**src/rtl/tdl_pkg.sv**
```systemverilog
// Shared types, constants and thermistor tables of the divider linearizer.
`default_nettype none
package tdl_pkg;

  localparam int TablePoints = 15;
  localparam int SegW        = 4;
  localparam int Segs        = TablePoints - 1;

  localparam logic [21:0] ResMax = 22'h3FFFFF;

  typedef enum logic [2:0] {
    ST_OK    = 3'd0,
    ST_OPEN  = 3'd1,
    ST_SHORT = 3'd2,
    ST_COLD  = 3'd3,
    ST_HOT   = 3'd4
  } tdl_status_e;

  localparam logic [1:0] RegPullup = 2'd0;
  localparam logic [1:0] RegSupply = 2'd1;
  localparam logic [1:0] RegMargin = 2'd2;

  // Table resistances scaled to 1/160 ohm (tenths of an ohm times 16).
  localparam logic [15:0] Ohm16 [0:TablePoints-1] = '{
    16'd57600, 16'd54704, 16'd41280, 16'd35104, 16'd32000, 16'd29728, 16'd26320,
    16'd22496, 16'd22256, 16'd19728, 16'd18848, 16'd16352, 16'd16144, 16'd14064,
    16'd13808
  };

  // Table temperatures in tenths of a degree.
  localparam logic [11:0] TblTemp [0:TablePoints-1] = '{
    12'd1300, 12'd1320, 12'd1490, 12'd1580, 12'd1597, 12'd1610, 12'd1710, 12'd1795,
    12'd1800, 12'd1870, 12'd1900, 12'd1970, 12'd2000, 12'd2090, 12'd2100
  };

  // Temperature step of each segment times 16.
  localparam logic [11:0] Dt16 [0:Segs-1] = '{
    12'd320, 12'd2720, 12'd1440, 12'd272, 12'd208, 12'd1600, 12'd1360,
    12'd80, 12'd1120, 12'd480, 12'd1120, 12'd480, 12'd1440, 12'd160
  };

  function automatic logic [28:0] base_f(input int i);
    int span;
    span = int'(Ohm16[i]) - int'(Ohm16[i+1]);
    return 29'(int'(TblTemp[i]) * 16 * span);
  endfunction

  function automatic logic [17:0] div10_f(input int i);
    return 18'((int'(Ohm16[i]) - int'(Ohm16[i+1])) * 10);
  endfunction

  localparam logic [28:0] Base [0:Segs-1] = '{
    base_f(0), base_f(1), base_f(2), base_f(3), base_f(4), base_f(5), base_f(6),
    base_f(7), base_f(8), base_f(9), base_f(10), base_f(11), base_f(12), base_f(13)
  };

  localparam logic [17:0] Div10 [0:Segs-1] = '{
    div10_f(0), div10_f(1), div10_f(2), div10_f(3), div10_f(4), div10_f(5),
    div10_f(6), div10_f(7), div10_f(8), div10_f(9), div10_f(10), div10_f(11),
    div10_f(12), div10_f(13)
  };

  typedef struct packed {
    tdl_status_e status;
    logic [30:0] num;
    logic [14:0] den;
  } tdl_item_t;

endpackage
`default_nettype wire

```
**src/rtl/thermistor_divider_linearizer.sv**
```systemverilog
// Top level of the thermistor divider linearizer.
//
// Usage: drive a signed converter sample on adc_code_i and raise start. The
// request is taken at a rising edge where start is high and busy is low.
// Each request gives exactly one result: temp_q4_o, resistance_q4_o and
// status_o are valid for the single cycle in which done_o is high, and they
// come out in request order. The receiver cannot hold results off, and
// nothing here ever needs it to.
// Throughput is one request per clock cycle while busy is low. A result
// passes through the front register, the queue, the 22-step resistance
// divider, the classification and numerator registers, the 12-step
// interpolation divider and the output register; both dividers make one
// quotient bit per pipeline stage.
// The user must write configuration through cfg_we_i, cfg_idx_i and
// cfg_data_i only while no request is in flight; the block does not enforce
// it. Index 0: pull-up value, 1: supply code, 2: open margin, others ignored.
// Reset clears the pipeline, empties the queue and loads the register
// defaults; busy is low right after reset.
`default_nettype none
module thermistor_divider_linearizer (
  input  wire logic        clk_i,
  input  wire logic        rst_ni,
  input  wire logic        cfg_we_i,
  input  wire logic [1:0]  cfg_idx_i,
  input  wire logic [15:0] cfg_data_i,
  input  wire logic        start,
  output logic             busy,
  input  wire logic [15:0] adc_code_i,
  output logic             done_o,
  output logic [11:0]      temp_q4_o,
  output logic [21:0]      resistance_q4_o,
  output logic [2:0]       status_o
);
  import tdl_pkg::*;

  tdl_item_t front_item, queue_item;
  logic      push, full, pop;

  // Front end: checks each sample and forms the divider operands.
  tdl_front u_front (
    .clk_i      (clk_i),
    .rst_ni     (rst_ni),
    .cfg_we_i   (cfg_we_i),
    .cfg_idx_i  (cfg_idx_i),
    .cfg_data_i (cfg_data_i),
    .start      (start),
    .busy       (busy),
    .adc_code_i (adc_code_i),
    .full_i     (full),
    .push_o     (push),
    .item_o     (front_item)
  );

  // The queue lets the front end and the back end run decoupled.
  tdl_fifo u_fifo (
    .clk_i  (clk_i),
    .rst_ni (rst_ni),
    .push_i (push),
    .item_i (front_item),
    .full_o (full),
    .pop_o  (pop),
    .item_o (queue_item)
  );

  // Back end: division, table placement and interpolation.
  tdl_back u_back (
    .clk_i           (clk_i),
    .rst_ni          (rst_ni),
    .pop_i           (pop),
    .item_i          (queue_item),
    .done_o          (done_o),
    .temp_q4_o       (temp_q4_o),
    .resistance_q4_o (resistance_q4_o),
    .status_o        (status_o)
  );

endmodule
`default_nettype wire

```
**src/rtl/tdl_front.sv**
```systemverilog
// Front end: configuration registers, sample acceptance, open and short checks.
`default_nettype none
module tdl_front (
  input  wire logic              clk_i,
  input  wire logic              rst_ni,
  input  wire logic              cfg_we_i,
  input  wire logic [1:0]        cfg_idx_i,
  input  wire logic [15:0]       cfg_data_i,
  input  wire logic              start,
  output logic                   busy,
  input  wire logic [15:0]       adc_code_i,
  input  wire logic              full_i,
  output logic                   push_o,
  output tdl_pkg::tdl_item_t     item_o
);
  import tdl_pkg::*;

  logic [15:0] pullup_q;
  logic [14:0] supply_q;
  logic [9:0]  margin_q;
  logic        fv_q, fv_d;
  tdl_item_t   item_q, item_d;
  logic        accept;
  logic signed [16:0] thresh, code_x;

  always_ff @(posedge clk_i or negedge rst_ni) begin
    if (!rst_ni) begin
      pullup_q <= 16'd5280;
      supply_q <= 15'd26400;
      margin_q <= 10'd80;
    end else if (cfg_we_i) begin
      case (cfg_idx_i)
        RegPullup: pullup_q <= cfg_data_i;
        RegSupply: supply_q <= cfg_data_i[14:0];
        RegMargin: margin_q <= cfg_data_i[9:0];
        default: ;
      endcase
    end
  end

  assign busy   = fv_q && full_i;
  assign accept = start && !busy;
  assign push_o = fv_q && !full_i;
  assign item_o = item_q;

  always_comb begin
    thresh = $signed({2'b00, supply_q}) - $signed({7'd0, margin_q});
    code_x = $signed({adc_code_i[15], adc_code_i});
    item_d.num = 31'(pullup_q * adc_code_i[14:0]);
    item_d.den = supply_q - adc_code_i[14:0];
    if (code_x >= thresh) begin
      item_d.status = ST_OPEN;
    end else if (code_x <= 17'sd0) begin
      item_d.status = ST_SHORT;
    end else begin
      item_d.status = ST_OK;
    end
    fv_d = accept ? 1'b1 : (push_o ? 1'b0 : fv_q);
  end

  always_ff @(posedge clk_i or negedge rst_ni) begin
    if (!rst_ni) begin
      fv_q <= 1'b0;
    end else begin
      fv_q <= fv_d;
    end
  end

  always_ff @(posedge clk_i) begin
    if (accept) begin
      item_q <= item_d;
    end
  end

endmodule
`default_nettype wire

```
**src/rtl/tdl_fifo.sv**
```systemverilog
// Two-entry queue between the front end and the arithmetic back end.
`default_nettype none
module tdl_fifo (
  input  wire logic              clk_i,
  input  wire logic              rst_ni,
  input  wire logic              push_i,
  input  wire tdl_pkg::tdl_item_t item_i,
  output logic                   full_o,
  output logic                   pop_o,
  output tdl_pkg::tdl_item_t     item_o
);
  import tdl_pkg::*;

  tdl_item_t   mem_q [0:1];
  logic        wptr_q, wptr_d, rptr_q, rptr_d;
  logic [1:0]  cnt_q, cnt_d;

  // The back end never stalls, so an entry leaves as soon as it is present.
  assign pop_o  = (cnt_q != 2'd0);
  assign full_o = (cnt_q == 2'd2);
  assign item_o = mem_q[rptr_q];

  always_comb begin
    wptr_d = push_i ? ~wptr_q : wptr_q;
    rptr_d = pop_o ? ~rptr_q : rptr_q;
    cnt_d  = cnt_q + {1'b0, push_i} - {1'b0, pop_o};
  end

  always_ff @(posedge clk_i or negedge rst_ni) begin
    if (!rst_ni) begin
      wptr_q <= 1'b0;
      rptr_q <= 1'b0;
      cnt_q  <= 2'd0;
    end else begin
      wptr_q <= wptr_d;
      rptr_q <= rptr_d;
      cnt_q  <= cnt_d;
    end
  end

  always_ff @(posedge clk_i) begin
    if (push_i) begin
      mem_q[wptr_q] <= item_i;
    end
  end

  assert property (@(posedge clk_i) disable iff (!rst_ni) cnt_q != 2'd3)
    else $error("queue count out of range");
  assert property (@(posedge clk_i) disable iff (!rst_ni) full_o |-> !push_i)
    else $error("push into full queue");
  assert property (@(posedge clk_i) disable iff (!rst_ni)
                   (push_i && !pop_o) |=> pop_o)
    else $error("pushed entry not visible");

endmodule
`default_nettype wire

```
**src/rtl/tdl_back.sv**
```systemverilog
// Back end: resistance divider, table lookup and interpolation pipeline.
`default_nettype none
module tdl_back (
  input  wire logic              clk_i,
  input  wire logic              rst_ni,
  input  wire logic              pop_i,
  input  wire tdl_pkg::tdl_item_t item_i,
  output logic                   done_o,
  output logic [11:0]            temp_q4_o,
  output logic [21:0]            resistance_q4_o,
  output logic [2:0]             status_o
);
  import tdl_pkg::*;

  // Resistance divider stages.
  logic        av_q   [0:22];
  tdl_status_e ast_q  [0:22];
  logic        asat_q [0:22];
  logic [30:0] anum_q [0:22];
  logic [14:0] aden_q [0:22];
  logic [14:0] arem_q [0:22];
  logic [21:0] aq_q   [0:22];

  always_ff @(posedge clk_i or negedge rst_ni) begin
    if (!rst_ni) begin
      av_q[0] <= 1'b0;
    end else begin
      av_q[0] <= pop_i;
    end
  end

  always_ff @(posedge clk_i) begin
    ast_q[0]  <= item_i.status;
    asat_q[0] <= ({6'd0, item_i.num} >= {item_i.den, 22'd0});
    anum_q[0] <= item_i.num;
    aden_q[0] <= item_i.den;
    arem_q[0] <= {6'd0, item_i.num[30:22]};
    aq_q[0]   <= 22'd0;
  end

  for (genvar k = 0; k < 22; k++) begin : g_div1
    logic [15:0] rem2;
    logic        ge;
    assign rem2 = {arem_q[k], anum_q[k][21-k]};
    assign ge   = rem2 >= {1'b0, aden_q[k]};
    always_ff @(posedge clk_i or negedge rst_ni) begin
      if (!rst_ni) begin
        av_q[k+1] <= 1'b0;
      end else begin
        av_q[k+1] <= av_q[k];
      end
    end
    always_ff @(posedge clk_i) begin
      ast_q[k+1]  <= ast_q[k];
      asat_q[k+1] <= asat_q[k];
      anum_q[k+1] <= anum_q[k];
      aden_q[k+1] <= aden_q[k];
      arem_q[k+1] <= ge ? 15'(rem2 - {1'b0, aden_q[k]}) : rem2[14:0];
      aq_q[k+1]   <= aq_q[k] | (22'(ge) << (21 - k));
    end
  end

  // Classification against the table ends.
  logic [21:0]      res;
  logic [25:0]      rx;
  logic [SegW-1:0]  seg;
  tdl_status_e      cst;

  always_comb begin
    if (ast_q[22] != ST_OK) begin
      res = 22'd0;
    end else if (asat_q[22]) begin
      res = ResMax;
    end else begin
      res = aq_q[22];
    end
    rx  = 26'(res * 4'd10);
    seg = '0;
    for (int i = Segs - 1; i >= 0; i--) begin
      if (rx >= {10'd0, Ohm16[i+1]}) begin
        seg = SegW'(i);
      end
    end
    if (ast_q[22] != ST_OK) begin
      cst = ast_q[22];
    end else if (rx > {10'd0, Ohm16[0]}) begin
      cst = ST_COLD;
    end else if (rx < {10'd0, Ohm16[TablePoints-1]}) begin
      cst = ST_HOT;
    end else begin
      cst = ST_OK;
    end
  end

  logic            cv_q;
  tdl_status_e     cst_q;
  logic [21:0]     cres_q;
  logic [15:0]     crx_q;
  logic [SegW-1:0] cseg_q;

  always_ff @(posedge clk_i or negedge rst_ni) begin
    if (!rst_ni) begin
      cv_q <= 1'b0;
    end else begin
      cv_q <= av_q[22];
    end
  end

  always_ff @(posedge clk_i) begin
    cst_q  <= cst;
    cres_q <= res;
    crx_q  <= rx[15:0];
    cseg_q <= seg;
  end

  // Interpolation numerator, then division by ten times the segment span.
  logic [15:0] diff;
  assign diff = Ohm16[cseg_q] - crx_q;

  logic        bv_q   [0:12];
  tdl_status_e bst_q  [0:12];
  logic [21:0] bres_q [0:12];
  logic [28:0] bn_q   [0:12];
  logic [17:0] bd_q   [0:12];
  logic [17:0] brem_q [0:12];
  logic [11:0] bq_q   [0:12];

  always_ff @(posedge clk_i or negedge rst_ni) begin
    if (!rst_ni) begin
      bv_q[0] <= 1'b0;
    end else begin
      bv_q[0] <= cv_q;
    end
  end

  always_ff @(posedge clk_i) begin
    bst_q[0]  <= cst_q;
    bres_q[0] <= cres_q;
    bn_q[0]   <= Base[cseg_q] + 29'(diff * Dt16[cseg_q]);
    bd_q[0]   <= Div10[cseg_q];
    brem_q[0] <= '0;
    bq_q[0]   <= '0;
  end

  for (genvar k = 0; k < 12; k++) begin : g_div2
    logic [18:0] rem2;
    logic [17:0] rem_in;
    logic        ge;
    // The first step starts from the numerator bits above the quotient.
    assign rem_in = (k == 0) ? {1'b0, bn_q[k][28:12]} : brem_q[k];
    assign rem2   = {rem_in, bn_q[k][11-k]};
    assign ge     = rem2 >= {1'b0, bd_q[k]};
    always_ff @(posedge clk_i or negedge rst_ni) begin
      if (!rst_ni) begin
        bv_q[k+1] <= 1'b0;
      end else begin
        bv_q[k+1] <= bv_q[k];
      end
    end
    always_ff @(posedge clk_i) begin
      bst_q[k+1]  <= bst_q[k];
      bres_q[k+1] <= bres_q[k];
      bn_q[k+1]   <= bn_q[k];
      bd_q[k+1]   <= bd_q[k];
      brem_q[k+1] <= ge ? 18'(rem2 - {1'b0, bd_q[k]}) : rem2[17:0];
      bq_q[k+1]   <= bq_q[k] | (12'(ge) << (11 - k));
    end
  end

  logic        done_q;
  logic [11:0] temp_q;
  logic [21:0] res_q;
  tdl_status_e st_q;

  always_ff @(posedge clk_i or negedge rst_ni) begin
    if (!rst_ni) begin
      done_q <= 1'b0;
    end else begin
      done_q <= bv_q[12];
    end
  end

  always_ff @(posedge clk_i) begin
    temp_q <= (bst_q[12] == ST_OK) ? bq_q[12] : 12'd0;
    res_q  <= bres_q[12];
    st_q   <= bst_q[12];
  end

  assign done_o          = done_q;
  assign temp_q4_o       = temp_q;
  assign resistance_q4_o = res_q;
  assign status_o        = st_q;

  assert property (@(posedge clk_i) disable iff (!rst_ni)
                   (done_o && status_o != ST_OK) |-> temp_q4_o == 12'd0)
    else $error("temperature set on a failed sample");
  assert property (@(posedge clk_i) disable iff (!rst_ni)
                   (done_o && (status_o == ST_OPEN || status_o == ST_SHORT))
                   |-> resistance_q4_o == 22'd0)
    else $error("resistance set on open or short");
  assert property (@(posedge clk_i) disable iff (!rst_ni)
                   (done_o && status_o == ST_COLD)
                   |-> (26'(resistance_q4_o * 4'd10) > {10'd0, Ohm16[0]}))
    else $error("too cold reported inside the table");

endmodule
`default_nettype wire
```
**config.mk**
```make
export PLATFORM = sky130hd
export DESIGN_NAME = thermistor_divider_linearizer
export DESIGN_NICKNAME = d
export VERILOG_FILES = /design/src/rtl/tdl_pkg.sv /design/src/rtl/thermistor_divider_linearizer.sv /design/src/rtl/tdl_front.sv /design/src/rtl/tdl_fifo.sv /design/src/rtl/tdl_back.sv
export SDC_FILE = /design/constraint.sdc
export NUM_CORES = 2
export LEC_CHECK = 0
export BUFFER_PORTS_ARGS = -buffer_cell sky130_fd_sc_hd__buf_2
export CORE_MARGIN = 5
export CORE_UTILIZATION = 50
export CTS_BUF_LIST = sky130_fd_sc_hd__clkbuf_8
export CTS_CLUSTER_DIAMETER = 80
export CTS_CLUSTER_SIZE = 14
export DETAILED_ROUTE_END_ITERATION = 7
export GPL_ROUTABILITY_DRIVEN = 0
export PLACE_DENSITY = 0.63
export SLEW_MARGIN = 40
export SYNTH_ARGS = -nofsm -noshare
export SYNTH_HDL_FRONTEND = slang
export SYNTH_HIERARCHICAL = 1
export SYNTH_SLANG_ARGS = --single-unit
```
**constraint.sdc**
```tcl
create_clock -name clk_i -period 8.3 [get_ports clk_i]
set_input_delay 0 -clock clk_i [delete_from_list [all_inputs] [get_ports clk_i]]
set_output_delay 0 -clock clk_i [all_outputs]
set_load 0.05 [all_outputs]
```
==> metrics <==
Max Cap Viol=0; Starting Density=50.1%; Area contributors post-synth=dfxtp_1, ha_1, fa_1; final setup vio count=0; number of global-route vias before repair=60192; Synth Area in Simple Gates=9.74%; NumNets Final=10088; fin crit share=94.5%; Routed met3 length=8060 um; mux contribution to synthesized area=3.32%; Critical Path Fanout Max=8; RSZ-0062 raised after global routing=no; post-synthesis compound-gate area fraction=10.3%; ys async rst share=3.59%; CTS clk-pin slew, worst paths=0.08 ns; met2 WL=86800 um; GRT overflow=0; routed vias=59357; Die Width=446 um; post-route design area=102000 um2; adder-cell share of the synthesized area=16.5%; Top Ports=77; crit path DAT=8.68 ns; clk_skew=0.0618 ns; Ys Warns=6; actual slew at the worst max-slew pin=0.841 ns; share of cells above drive strength 1=8.09%; Syn Inst Count=8766; Startpoint Class=flip-flop; Syn Std Cell Area=94900 um2; Post-Synth XOR/XNOR Area=3.55%; clock sinks=2341; clk_lat worst skew=0.96 ns; Hold Fails Final Rpt=0; metal1 wirelength=79500 um; die area=199000 um2; drt drc=0; CP Capture Type=flip-flop; Final Max Tran Viols=0; status=complete, no violations; Post-Syn Nets=9865; chip height=446 um; post-DP HPWL=136000 um; min cycle time layout=7.84 ns; share of Yosys cell area claimed by the top area cell type=44.5%; core region area=190000 um2; CP max stage cell=fa_1; cell taking the most area after synthesis=dfxtp_1; Worst EP required=9.14 ns; all-layer global routing usage=18.1%; initial antenna violation count=3; CTS HTree Levels=4; kind of critical path=reg2reg; CP max stage delay=0.54 ns; vias per cell=5.14; Yosys reg bits=2341; CTS tree=done; Area growth syn-to-layout=7.48%; Placed Area=98200 um2; Post-Route WL=180000 um; drt first pass iters=6; Mean Syn Cell Area=10.8 um2; Max Used Layer=met4; Site Rows=160; wire per inst=15.6 um; largest net degree at the start of global routing=85; setup TNS=0 ns; largest family of logic cells by synthesized area=adder cells; Iter 0 DRT Violations=3459; Tightest Hold Check Type=in2reg; Max Freq=128 MHz; CTS buffer count=189; first-pass GRT wire length=299000 um; Netlist cell types=107; Clock Tree Buf Depth=3; remaining antenna violation count after routing=0; post-synthesis sequential area ratio=51.4%; IO Port Bufs=76; max_slew headroom=42.5%; root buf cell=clkbuf_8; Crit path top cell by count=fa_1; Post-synth EDFFs=146; prevailing post-synth register cell=dfxtp_1
worst max-delay path, delay by kind of cell, from the launching register on:
family,cells,cell delay [ns]
AOI/OAI and AO/OA,10,1.75
xor gates and xnor gates,1,0.14
adders and majority gates,8,3.49
buffers and inverters,4,0.29
DFF,1,0.34
and+or+nand+nor,8,1.76
synth_stat cells (163+ instances only):
library cell  number
dfxtp_1         2111
inv_1           1118
fa_1             314
xnor2_1          220
nor2_1           577
o21ai_0          246
ha_1             747
mux2_2           165
nand2_1          425
a21oi_1          515
and2_1           183
xor2_1           163
state kept, by name (all words and copies together), names as in the netlist, 69 cells and up:
| register | cells |
|---|---|
| u_back/aden_q | 330 |
| u_back/ast_q | 69 |
| u_back/anum_q | 262 |
| u_fifo/mem_q | 98 |
| u_back/bres_q | 286 |
| u_back/bq_q | 78 |
| u_back/aq_q | 253 |
| u_back/arem_q | 315 |
| u_back/brem_q | 153 |
| u_back/bd_q | 144 |
| u_back/bn_q | 80 |
layout make-up:
type                       count  area, um2
antenna                        7       17.5
clock buffer                 190       2620
clock inverter                48        385
fill                       16334      87600
inverter                    1124       4220
multi-input combinational   5134      41400
sequential                  2341      48800
tap                         2511       3140
timing repair buffer         199       1500
placed cells by master, fill, tap and decap left out, types with 190 or more instances in the layout:
master / Yosys / layout
fa_1: 314 / 314
dfxtp_1: 2111 / 2110
xnor2_1: 220 / 217
nor2_1: 577 / 577
nand2_1: 425 / 425
clkbuf_8: 0 / 190
ha_1: 747 / 746
a21oi_1: 515 / 513
o21ai_0: 246 / 245
inv_1: 1118 / 1140
per-layer routing:
layer	vias to the layer above	track usage (%)
met5	-	0
met4	0	5.79
met3	338	3.00
met2	1154	31.5
met1	28203	23.0
li1	29662	-
cell families after synthesis:
family	count (synthesis)
compound gates	1526
xor+xnor	384
fa+ha+maj	1061
buf+inv	1291
flops	2341
mux	266
other cells	1
simple gates	1896
timing repair:
item | 4_1_cts | 5_1_grt
setup endpoints to repair | 0 | 5
buffers inserted | 0 | 1
hold buffers | 67 | 0
hold endpoints to repair | 195 | 0
resized for setup | 0 | 14
metrics by stage:
| stage | hold slack (ns) | util [%] | setup slack, ns | cells |
|---|---|---|---|---|
| floorplan | -0.296 | - | 0.638 | 8766 |
| global placement | 0.211 | 51.8 | 0.261 | 11241 |
| detailed placement | 0.0951 | 51.8 | 0.133 | 11241 |
| CTS | 0.0225 | 53.7 | 0.0793 | 11546 |
| global route | 0.0883 | 53.8 | 0.0562 | 11554 |
| finish | 0.156 | 53.8 | 0.458 | 11554 |
worst paths after layout:
kind	slack [ns]	startpoint	end	cells past startpoint
setup / recovery	0.46	u_back/cseg_q[1]$_SDFF_PP0_	u_back/bn_q[0][28]$_DFF_P_	31
hold / removal	0.16	adc_code_i[10]	u_front/item_o[10]$_DFFE_PP_	6
setup reg to reg	0.46	u_back/cseg_q[1]$_SDFF_PP0_	u_back/bn_q[0][28]$_DFF_P_	31
hold reg to reg	0.30	u_back/ast_q[0][18]$_DFF_P_	u_back/ast_q[0][21]$_DFF_P_	0
max in group asynchronous	7.74	rst_ni	u_fifo/rptr_q$_DFFE_PN0P_	4
min in group asynchronous	0.19	rst_ni	u_front/margin_q[5]$_DFFE_PN0P_	4
Power is not shown: default switching activity piles up to over one toggle a cycle in this logic, so the estimate is an artifact.
